### src/rtl/core/ruat_pkg.sv
package ruat_pkg;

   localparam int unsigned PEER_W   = 48;
   localparam int unsigned SEQ_W    = 16;
   localparam int unsigned HANDLE_W = 8;
   localparam int unsigned TIME_W   = 32;
   localparam int unsigned KIND_W   = 4;
   localparam int unsigned CSR_W    = 8;
   localparam int unsigned CSR_IDX_W = 2;

   localparam int unsigned OUT_ENTRIES_DEF = 16;
   localparam int unsigned IN_ENTRIES_DEF  = 32;

   localparam logic [7:0]  RESEND_WAIT_RST = 8'd2;
   localparam logic [7:0]  HOLD_TIME_RST   = 8'd5;
   localparam logic [2:0]  RETRY_LIMIT_RST = 3'd5;

   localparam logic [CSR_IDX_W-1:0] CSR_RESEND_WAIT = 2'd0;
   localparam logic [CSR_IDX_W-1:0] CSR_HOLD_TIME   = 2'd1;
   localparam logic [CSR_IDX_W-1:0] CSR_RETRY_LIMIT = 2'd2;

   localparam logic [PEER_W-1:0] BCAST_PEER = {PEER_W{1'b1}};

   typedef enum logic [1:0] {
      ACT_SEND = 2'd0,
      ACT_ACK  = 2'd1,
      ACT_RECV = 2'd2,
      ACT_TICK = 2'd3
   } action_type;

   typedef enum logic [KIND_W-1:0] {
      K_TX_NEW     = 4'd0,
      K_TX_UNTRACK = 4'd1,
      K_RETX       = 4'd2,
      K_FAILED     = 4'd3,
      K_DELIVER    = 4'd4,
      K_SEND_ACK   = 4'd5,
      K_ACK_UNMAT  = 4'd6,
      K_OUT_FULL   = 4'd7,
      K_ACK_MATCH  = 4'd8
   } kind_type;

   // operation broadcast to the cells of a row
   typedef enum logic [1:0] {
      OP_NONE  = 2'd0,
      OP_WRITE = 2'd1,
      OP_CLEAR = 2'd2,
      OP_TICK  = 2'd3
   } cell_op_type;

   typedef struct packed {
      logic [TIME_W-1:0] now;
      logic [7:0]        wait_time;
      logic [2:0]        retry_limit;
   } tick_ctl_type;

   typedef struct packed {
      logic              valid;
      logic [PEER_W-1:0] peer;
      logic [SEQ_W-1:0]  seq;
      logic [HANDLE_W-1:0] handle;
      logic              fail;
      logic              resend;
   } out_view_type;

   function automatic logic expired(input logic [TIME_W-1:0] stamp,
                                    input logic [7:0] wait_time,
                                    input logic [TIME_W-1:0] now);
      logic [TIME_W:0] sum;
      sum = {1'b0, stamp} + {{(TIME_W-7){1'b0}}, wait_time};
      return sum < {1'b0, now};
   endfunction

endpackage

### src/rtl/core/ruat_in_cell.sv
module ruat_in_cell (
   input  logic                        clock,
   input  logic                        reset,
   input  ruat_pkg::cell_op_type       op,
   input  logic                        sel,
   input  logic [ruat_pkg::PEER_W-1:0] key_peer,
   input  logic [ruat_pkg::SEQ_W-1:0]  key_seq,
   input  ruat_pkg::tick_ctl_type      tick,
   output logic                        valid,
   output logic                        hit
);
   import ruat_pkg::*;

   logic              valid_ff, valid_in;
   logic [PEER_W-1:0] peer_ff, peer_in;
   logic [SEQ_W-1:0]  seq_ff, seq_in;
   logic [TIME_W-1:0] stamp_ff, stamp_in;

   assign valid = valid_ff;
   assign hit   = valid_ff && (peer_ff == key_peer) && (seq_ff == key_seq);

   always_comb begin
      valid_in = valid_ff;
      peer_in  = peer_ff;
      seq_in   = seq_ff;
      stamp_in = stamp_ff;
      case (op)
         OP_WRITE: if (sel) begin
            valid_in = 1'b1;
            peer_in  = key_peer;
            seq_in   = key_seq;
            stamp_in = tick.now;
         end
         OP_TICK: if (valid_ff && expired(stamp_ff, tick.wait_time, tick.now))
            valid_in = 1'b0;
         default: ;
      endcase
   end

   always_ff @(posedge clock) begin
      if (reset) valid_ff <= 1'b0;
      else valid_ff <= valid_in;
      peer_ff  <= peer_in;
      seq_ff   <= seq_in;
      stamp_ff <= stamp_in;
   end

endmodule

### config.mk
export PLATFORM = sky130hd
export DESIGN_NAME = ruat_in_cell
export DESIGN_NICKNAME = d
export VERILOG_FILES = /design/src/rtl/core/ruat_pkg.sv /design/src/rtl/core/ruat_in_cell.sv
export SDC_FILE = /design/constraint.sdc
export NUM_CORES = 1
export LEC_CHECK = 0
export ABC_AREA = 1
export ABC_CLOCK_PERIOD_IN_PS = 10600
export BUFFER_PORTS_ARGS = -buffer_cell sky130_fd_sc_hd__buf_2
export CAP_MARGIN = 20
export CORE_UTILIZATION = 35
export CTS_CLUSTER_DIAMETER = 80
export DETAILED_ROUTE_END_ITERATION = 16
export PLACE_DENSITY_LB_ADDON = 0.08
export SYNTH_ARGS = -nofsm -noshare
export SYNTH_HDL_FRONTEND = slang
export SYNTH_SLANG_ARGS = --single-unit
### constraint.sdc
create_clock -name clock -period 10.6 [get_ports clock]
set_input_delay 2.12 -clock clock [delete_from_list [all_inputs] [get_ports clock]]
set_output_delay 2.12 -clock clock [all_outputs]
set_load 0.01 [all_outputs]
==> metrics.cfg <==
[floorplanning]
num_io_pins=114
initial_core_util_pct=36.2
core_area_mm2=0.0154
die-area_mm2=0.0164
num_rows=45
die-height_um=128
die_w_um=128

[clock_network]
cts-root-buf=clkbuf_16
cts_num_sinks=97
path_clk_slew_ps=70
insertion_delay_ps=350
tritoncts=done
cts_resized=0
postCtsSetupBuffers=0
hold_buffers=0
cts_buffer_depth=2
htree_levels=3
cts_buffers=9

[pwr]
clkPwrFrac_pct=37.1
p_leak_nw=3.03
comb_power_share_pct=13.5
power_density_mw_per_mm2=136
switching_share_pct=25.3
switchingPower_mw=0.232
pwr-share-seq_pct=49.4
ir_drop_mv=0.0659
p_int_mw=0.684

[final_layout]
drive_gt1_share_pct=21.2
finish.utilization_pct=43.7
fillers=1561
area_delta_synth_final_pct=20.6
fin_nets=830
final_area_mm2=0.00671
antenna_cells=0

[yosys]
syn_area_mm2=0.00557
synth_warnings=0
synth_area_per_cell_um2=10.0
synth_top_area_share_pct=51.8
seq_area_frac_synth_pct=52.2
synth.area.top_cells=edfxtp_1 52%, ha_1 8.8%, inv_1 7.1%
synth_area_leader_cell=edfxtp_1
synth_edf_count=96
synth_cell_types=34
syn_nets=707
yosys-top-cells-count=106 x inv_1, 105 x nand2_1, 96 x edfxtp_1
postSynthCellCount=555
synth-main-ff-cell=edfxtp_1
ys_async_sr_fraction_pct=0
yosys.cell_count.top_type=inv_1
synth-seq-cells=97

[drt]
num_vias=4088
ant_nets=0
drt-initial-drc-count=169
first_pass_iters=4
wl_per_cell_um=13.2
viasPerCell=4.57
wl_um=11800
drc=0

[sta]
fin_crit_ps=5550
finalCritPeriodShare_pct=52.4
setup_tns_ps=0
rsz0062_at_grt=false
hold_viol_final=0
clock_skew_ps=6.20
max_slew.worst_pin.slew_ps=667
fmax_ghz=0.180
setup_viol_count_final=0
slew_headroom_pct=55.5
drv_slew=0

[global_routing]
grt_antenna_before_repair=0
grt_usage_pct=15.3
grt_start_max_net_pins=83
overflow=0
grt_pass1_wl_um=19300
grt_pass1_vias=4103

[setup_path]
cp-end-kind=primary output
cp.required_ps=8480
cp.arrival_ps=3430
crit_path_start_kind=primary input
path_max_fanout=2
worstSetupPathType=primary input to primary output

[placement]
dp_hpwl_um=9100
portBuffers=110
place.gp.congestion=0.775
place_area_mm2=0.00639

[flow_run]
cap_violations=0

[run_status]
status=finished clean

[worst_hold_path]
min_path_type=register to register

layout by cell type (no fill, tap or decap), types with 4 or more instances in the layout:
master       n
buf_2      110
nand2_1    105
inv_1      105
edfxtp_1    96
ha_1        39
nor2_1      28
xnor2_1     27
xor2_1      22
a21oi_1     16
nand3_1     16
o21ai_0     14
nor3_1      11
o22ai_1     11
nand4_1      9
clkbuf_16    9
nor4_1       8
a22o_1       7
or2_2        6
a21o_1       5
a221oi_1     5
nand2_2      4
path summary, 6_finish.rpt:
check | start | to | slack, ps | cells past startpoint
hold / removal | valid$_SDFFE_PP0P_ | valid$_SDFFE_PP0P_ | 590 | 2
setup reg to reg | stamp_ff[0]$_DFFE_PP_ | valid$_SDFFE_PP0P_ | 7180 | 24
setup / recovery | key_peer[45] | hit | 5050 | 8
hold reg to reg | valid$_SDFFE_PP0P_ | valid$_SDFFE_PP0P_ | 590 | 2
final cells by class:
type / instances / area (um^2) / share of cell area, %
well taps: 211 / 264 / 3.93
multi-input cells: 352 / 2260 / 33.7
repair buffers: 112 / 578 / 8.61
clock buffers: 10 / 229 / 3.41
clock inverters: 6 / 72.6 / 1.08
inverters: 106 / 399 / 5.95
flip-flops and latches: 97 / 2900 / 43.3
per-layer routing:
layer / vias to the layer above / routed length (um) / track usage (%)
met1: 1872 / 5910 / 20.3
met2: 72 / 5290 / 24.8
met3: 12 / 398 / 2.42
met5: - / 0 / 0
li1: 2132 / - / -
met4: 0 / 175 / 6.44
state kept, by name, summed over array words and instances, names as in the netlist:
name	cells
stamp_ff	32
valid	1
seq_ff	16
peer_ff	48
power by group through the flow:
stage	combinational (mW)	clock [mW]	sequential, mW
after CTS	0.125	0.354	0.452
final	0.124	0.340	0.452
after global placement	0.122	0	0.460
after floorplan	0.0785	0	0.459
after detailed placement	0.124	0	0.461
after global routing	0.144	0.366	0.454
metrics by stage:
stage | total power [mW] | worst slack (ps) | cells | hold WS (ps)
floorplan | 0.537 | 5410 | 555 | 547
global placement | 0.582 | 5050 | 877 | 623
detailed placement | 0.585 | 5050 | 877 | 596
CTS | 0.931 | 5050 | 893 | 607
global route | 0.964 | 4890 | 894 | 643
finish | 0.915 | 5050 | 894 | 594
critical path, stage by stage:
cell     delay (ps)
buf_2           110
xor2_1          150
nor4_1          380
nand2_1         100
nor2_1          190
nand3_1         110
nor2_1          130
buf_2           140
cell families after synthesis:
group,count (synthesis),synth area share (%)
flops,97,52.2
simple gates,195,16.0
xor+xnor,49,7.71
compound gates,68,7.87
fa+ha+maj,40,9.13
buf+inv,106,7.15
Power figures use the tool's default switching activity.
