==> config.mk <==
export PLATFORM = sky130hd
export DESIGN_NAME = ruat_out_cell
export DESIGN_NICKNAME = d
export VERILOG_FILES = /design/src/rtl/core/ruat_pkg.sv /design/src/rtl/core/ruat_out_cell.sv
export SDC_FILE = /design/constraint.sdc
export NUM_CORES = 1
export LEC_CHECK = 0
export ABC_AREA = 1
export BUFFER_PORTS_ARGS = -buffer_cell sky130_fd_sc_hd__buf_2
export CAP_MARGIN = 20
export CORE_ASPECT_RATIO = 0.7
export CORE_UTILIZATION = 45
export DETAILED_ROUTE_END_ITERATION = 8
export PLACE_DENSITY = 0.75
export RECOVER_POWER = 100
export SETUP_SLACK_MARGIN = 0.5
export SLEW_MARGIN = 15
export SYNTH_ARGS = -nofsm -noshare
export SYNTH_HDL_FRONTEND = slang
export SYNTH_SLANG_ARGS = --single-unit
==> constraint.sdc <==
create_clock -name clock -period 5.6 [get_ports clock]
set_clock_uncertainty 0.05 [all_clocks]
set_input_delay 0.56 -clock clock [delete_from_list [all_inputs] [get_ports clock]]
set_output_delay 0.56 -clock clock [all_outputs]
set_load 0.005 [all_outputs]
==> src/rtl/core/ruat_pkg.sv <==
package ruat_pkg;

   localparam int unsigned PEER_W   = 48;
   localparam int unsigned SEQ_W    = 16;
   localparam int unsigned HANDLE_W = 8;
   localparam int unsigned TIME_W   = 32;
   localparam int unsigned KIND_W   = 4;
   localparam int unsigned CSR_W    = 8;
   localparam int unsigned CSR_IDX_W = 2;

   localparam int unsigned OUT_ENTRIES_DEF = 16;
   localparam int unsigned IN_ENTRIES_DEF  = 32;

   localparam logic [7:0]  RESEND_WAIT_RST = 8'd2;
   localparam logic [7:0]  HOLD_TIME_RST   = 8'd5;
   localparam logic [2:0]  RETRY_LIMIT_RST = 3'd5;

   localparam logic [CSR_IDX_W-1:0] CSR_RESEND_WAIT = 2'd0;
   localparam logic [CSR_IDX_W-1:0] CSR_HOLD_TIME   = 2'd1;
   localparam logic [CSR_IDX_W-1:0] CSR_RETRY_LIMIT = 2'd2;

   localparam logic [PEER_W-1:0] BCAST_PEER = {PEER_W{1'b1}};

   typedef enum logic [1:0] {
      ACT_SEND = 2'd0,
      ACT_ACK  = 2'd1,
      ACT_RECV = 2'd2,
      ACT_TICK = 2'd3
   } action_type;

   typedef enum logic [KIND_W-1:0] {
      K_TX_NEW     = 4'd0,
      K_TX_UNTRACK = 4'd1,
      K_RETX       = 4'd2,
      K_FAILED     = 4'd3,
      K_DELIVER    = 4'd4,
      K_SEND_ACK   = 4'd5,
      K_ACK_UNMAT  = 4'd6,
      K_OUT_FULL   = 4'd7,
      K_ACK_MATCH  = 4'd8
   } kind_type;

   // operation broadcast to the cells of a row
   typedef enum logic [1:0] {
      OP_NONE  = 2'd0,
      OP_WRITE = 2'd1,
      OP_CLEAR = 2'd2,
      OP_TICK  = 2'd3
   } cell_op_type;

   typedef struct packed {
      logic [TIME_W-1:0] now;
      logic [7:0]        wait_time;
      logic [2:0]        retry_limit;
   } tick_ctl_type;

   typedef struct packed {
      logic              valid;
      logic [PEER_W-1:0] peer;
      logic [SEQ_W-1:0]  seq;
      logic [HANDLE_W-1:0] handle;
      logic              fail;
      logic              resend;
   } out_view_type;

   function automatic logic expired(input logic [TIME_W-1:0] stamp,
                                    input logic [7:0] wait_time,
                                    input logic [TIME_W-1:0] now);
      logic [TIME_W:0] sum;
      sum = {1'b0, stamp} + {{(TIME_W-7){1'b0}}, wait_time};
      return sum < {1'b0, now};
   endfunction

endpackage

==> src/rtl/core/ruat_out_cell.sv <==
module ruat_out_cell (
   input  logic                          clock,
   input  logic                          reset,
   input  ruat_pkg::cell_op_type         op,
   input  logic                          sel,
   input  logic [ruat_pkg::PEER_W-1:0]   wr_peer,
   input  logic [ruat_pkg::SEQ_W-1:0]    wr_seq,
   input  logic [ruat_pkg::HANDLE_W-1:0] wr_handle,
   input  ruat_pkg::tick_ctl_type        tick,
   input  logic [ruat_pkg::PEER_W-1:0]   key_peer,
   input  logic [ruat_pkg::SEQ_W-1:0]    key_seq,
   output logic                          hit,
   output ruat_pkg::out_view_type        view
);
   import ruat_pkg::*;

   logic                valid_ff, valid_in;
   logic [PEER_W-1:0]   peer_ff, peer_in;
   logic [SEQ_W-1:0]    seq_ff, seq_in;
   logic [HANDLE_W-1:0] handle_ff, handle_in;
   logic [3:0]          retries_ff, retries_in;
   logic [TIME_W-1:0]   stamp_ff, stamp_in;
   logic                fail, resend;

   assign fail   = valid_ff && (retries_ff > {1'b0, tick.retry_limit});
   assign resend = valid_ff && !fail && expired(stamp_ff, tick.wait_time, tick.now);
   assign hit    = valid_ff && (peer_ff == key_peer) && (seq_ff == key_seq);
   assign view   = '{valid: valid_ff, peer: peer_ff, seq: seq_ff, handle: handle_ff,
                     fail: fail, resend: resend};

   always_comb begin
      valid_in   = valid_ff;
      peer_in    = peer_ff;
      seq_in     = seq_ff;
      handle_in  = handle_ff;
      retries_in = retries_ff;
      stamp_in   = stamp_ff;
      if (sel) begin
         case (op)
            OP_WRITE: begin
               valid_in   = 1'b1;
               peer_in    = wr_peer;
               seq_in     = wr_seq;
               handle_in  = wr_handle;
               retries_in = '0;
               stamp_in   = tick.now;
            end
            OP_CLEAR: valid_in = 1'b0;
            OP_TICK: begin
               if (fail) valid_in = 1'b0;
               else if (resend) begin
                  stamp_in = tick.now;
                  if (retries_ff != 4'hF) retries_in = retries_ff + 4'd1;
               end
            end
            default: ;
         endcase
      end
   end

   always_ff @(posedge clock) begin
      if (reset) valid_ff <= 1'b0;
      else valid_ff <= valid_in;
      peer_ff    <= peer_in;
      seq_ff     <= seq_in;
      handle_ff  <= handle_in;
      retries_ff <= retries_in;
      stamp_ff   <= stamp_in;
   end

endmodule

==> reports/qor.yml <==
status: "finished with violations"
violations: "capacitance limit, slew limit"
syn_area_mm2: 0.00636
tns_ps: 0
min_path_cells: 2
async_flop_share_pct: 0
drv_slew: 73
p_leak_nw: 3.63
nFillCells: 1262
ys_seq_area_share_pct: 51.3
ctsResizeCount: 0
grt_pass1_wl_um: 26400
via_per_inst: 4.94
dp_slack_ps: 1410
synth_warnings: 0
synth_area_leader_cell: "edfxtp_1"
clk_pin_slew_ps: 70
grt_max_degree: 73
cts_root_buffer: "clkbuf_16"
synth_nets: 870
power.density_mw_per_mm2: 227
cp_max_fo: 12
synth-seq-cells: 109
cp.required_ps: 5590
maxCapViolCount: 1
min_period_ps: 4490
synth.distinct_cells: 42
die_w_um: 144
nNetsFinal: 1140
drt_first_pass_iters: 5
drt_wl_total_um: 17900
dp_hpwl_um: 14800
cp.arrival_ps: 4480
rows: 35
hold_viol: 0
setup_viol: 0
drive_above_1_share_pct: 23.8
rrSetupSlack_ps: 1110
drt_iter0_markers: 346
final_cell_mix: "buf_2, inv_1, nand2_1, edfxtp_1, clkbuf_1"
vdd_drop_max_mv: 0.145
timing.rr.start: "stamp_ff[0]$_DFFE_PP_"
grt_pass1_vias: 5142
timing.final.crit_share_pct: 80.2
start_util_pct: 47.2
vias: 5430
clk_latency_ps: 340
synth-edff-count: 108
tritoncts: "yes"
r2r_end: "stamp_ff[10]$_DFFE_PP_"
reg2regPathDepth: 23
gp_congestion: 0.951
fp.dieH_um: 101
max_freq_mhz: 223
core_region_area_mm2: 0.0135
postRouteAntennaNets: 0
clk_path_buf_depth: 2
hold_class: "in2reg"
cts_made_buffers: 9
dieArea_mm2: 0.0146
syn_avg_cell_area_um2: 9.95
final_common_cell: "buf_2"
min_to: "valid_ff$_SDFFE_PP0P_"
postCtsSetupBuffers: 0
synth_flop_cell: "edfxtp_1"
area_delta_synth_final_pct: 26.3
gr-total-overflow: 0
yosysTopAreaCellShare_pct: 51.0
worst_pin_slew_ps: 3970
ys_top_cells_by_area: "edfxtp_1, ha_1, inv_1"
worstSetupStartpointType: "flip-flop"
io_buffers: 259
track_usage_pct: 24.2
max-slew-margin-rel_pct: -164
seq_area_mm2: 0.00326
multi_input_area_mm2: 0.00260
avgRoutedWirePerCell_um: 16.3
cp-end-kind: "flip-flop"
htreeDepth: 3
io_pins: 260
rsz0062_at_grt: "no"
setup_ws_ps: 1110
drt_drc_violations_left: 0
antenna_found_initial: 2
hold_buffers: 0
cts.sinks: 109
holdCritStartpoint: "reset"
crit_type: "reg2reg"
netlist_instances: 639
-- area by class of cell --
cell class              count  share of cell area (%)
repair buffers            262                    14.9
multi-input cells         403                    32.4
inverters                 124                    5.79
well taps                 185                    2.88
flip-flops and latches    109                    40.6
clock buffers               9                    2.80
diodes                      1                  0.0311
clock inverters             6                   0.576
-- worst max-delay path by stage --
stage	start	slack (ps)	depth (start not counted)	to
final	stamp_ff[0]$_DFFE_PP_	1110	23	stamp_ff[10]$_DFFE_PP_
after floorplan	tick[3]	710	26	stamp_ff[0]$_DFFE_PP_
after global placement	tick[3]	1510	28	stamp_ff[10]$_DFFE_PP_
after CTS	stamp_ff[0]$_DFFE_PP_	1510	19	view[0]
after detailed placement	tick[3]	1410	24	stamp_ff[10]$_DFFE_PP_
after global routing	stamp_ff[0]$_DFFE_PP_	610	23	stamp_ff[10]$_DFFE_PP_
-- critical path: stages (launching register included) --
cell      delay [ps]
edfxtp_1         330
ha_1             160
inv_1             70
fa_1             400
inv_1             70
nand2_1           40
nand2_1           70
nand3_1          140
nand2_4          150
nand2_1          120
nor2_1           130
xnor2_1          130
inv_1             70
ha_1             280
nand2_1           60
inv_1             30
nor2_1            60
o21ai_0           90
a21oi_1          160
nand3_1          170
nand2_2          110
nand3_2           80
a21oi_1          860
buf_4            360
-- sequential cells by signal (all words and copies together) (netlist names) --
signal      count
peer_ff        48
valid_ff        1
handle_ff       8
retries_ff      4
seq_ff         16
stamp_ff       32
-- logic make-up after synthesis --
| group | share of synthesized area (%) |
|---|---|
| simple gates | 17.2 |
| buf+inv | 7.67 |
| flops | 51.3 |
| compound gates | 7.30 |
| xor+xnor | 7.16 |
| fa+ha+maj | 9.36 |
-- metal layers --
metal  track usage (%)  up-vias  share of wire, %
met5                 0        -             0.067
met4              6.79        2               1.6
met3              5.63       19               8.3
met2              38.8      219                46
met1              33.0     2510                44
li1                  -     2680                 -
-- power breakdown --
part           switching, mW  internal (mW)
logic                  0.150          0.124
registers             0.0237          0.937
clock network          0.289          0.303
-- cell usage after synthesis (2+ instances only) --
cell / instances
a21oi_1: 23
nand4_1: 10
inv_1: 122
xnor2_1: 31
a221oi_1: 3
or2_2: 2
nand2_1: 110
nor4_2: 2
buf_4: 3
nor2_2: 4
nand3_2: 3
o2111ai_1: 2
nor3_2: 3
a22o_1: 6
nor4_1: 5
xor2_1: 21
inv_2: 2
nand3_1: 19
ha_1: 46
nand2_4: 3
edfxtp_1: 108
o21ai_0: 22
nor3_1: 13
nor2_4: 3
and2_1: 2
o22ai_1: 10
nand2_2: 10
nor3b_1: 2
nor2_1: 36
-- through the flow --
stage          power, mW  utilization [%]  hold WS [ps]  instance area, um2  cells
2_1_floorplan       1.12                -           481                6360    639
3_3_place_gp        1.25             58.6           545                7900   1083
3_5_place_dp        1.26             58.6           565                7900   1083
4_1_cts             1.85             60.6           314                8170   1098
5_1_grt             1.92             59.6           323                8040   1099
6_report            1.83             59.6           325                8040   1099
Power figures use the tool's default switching activity.
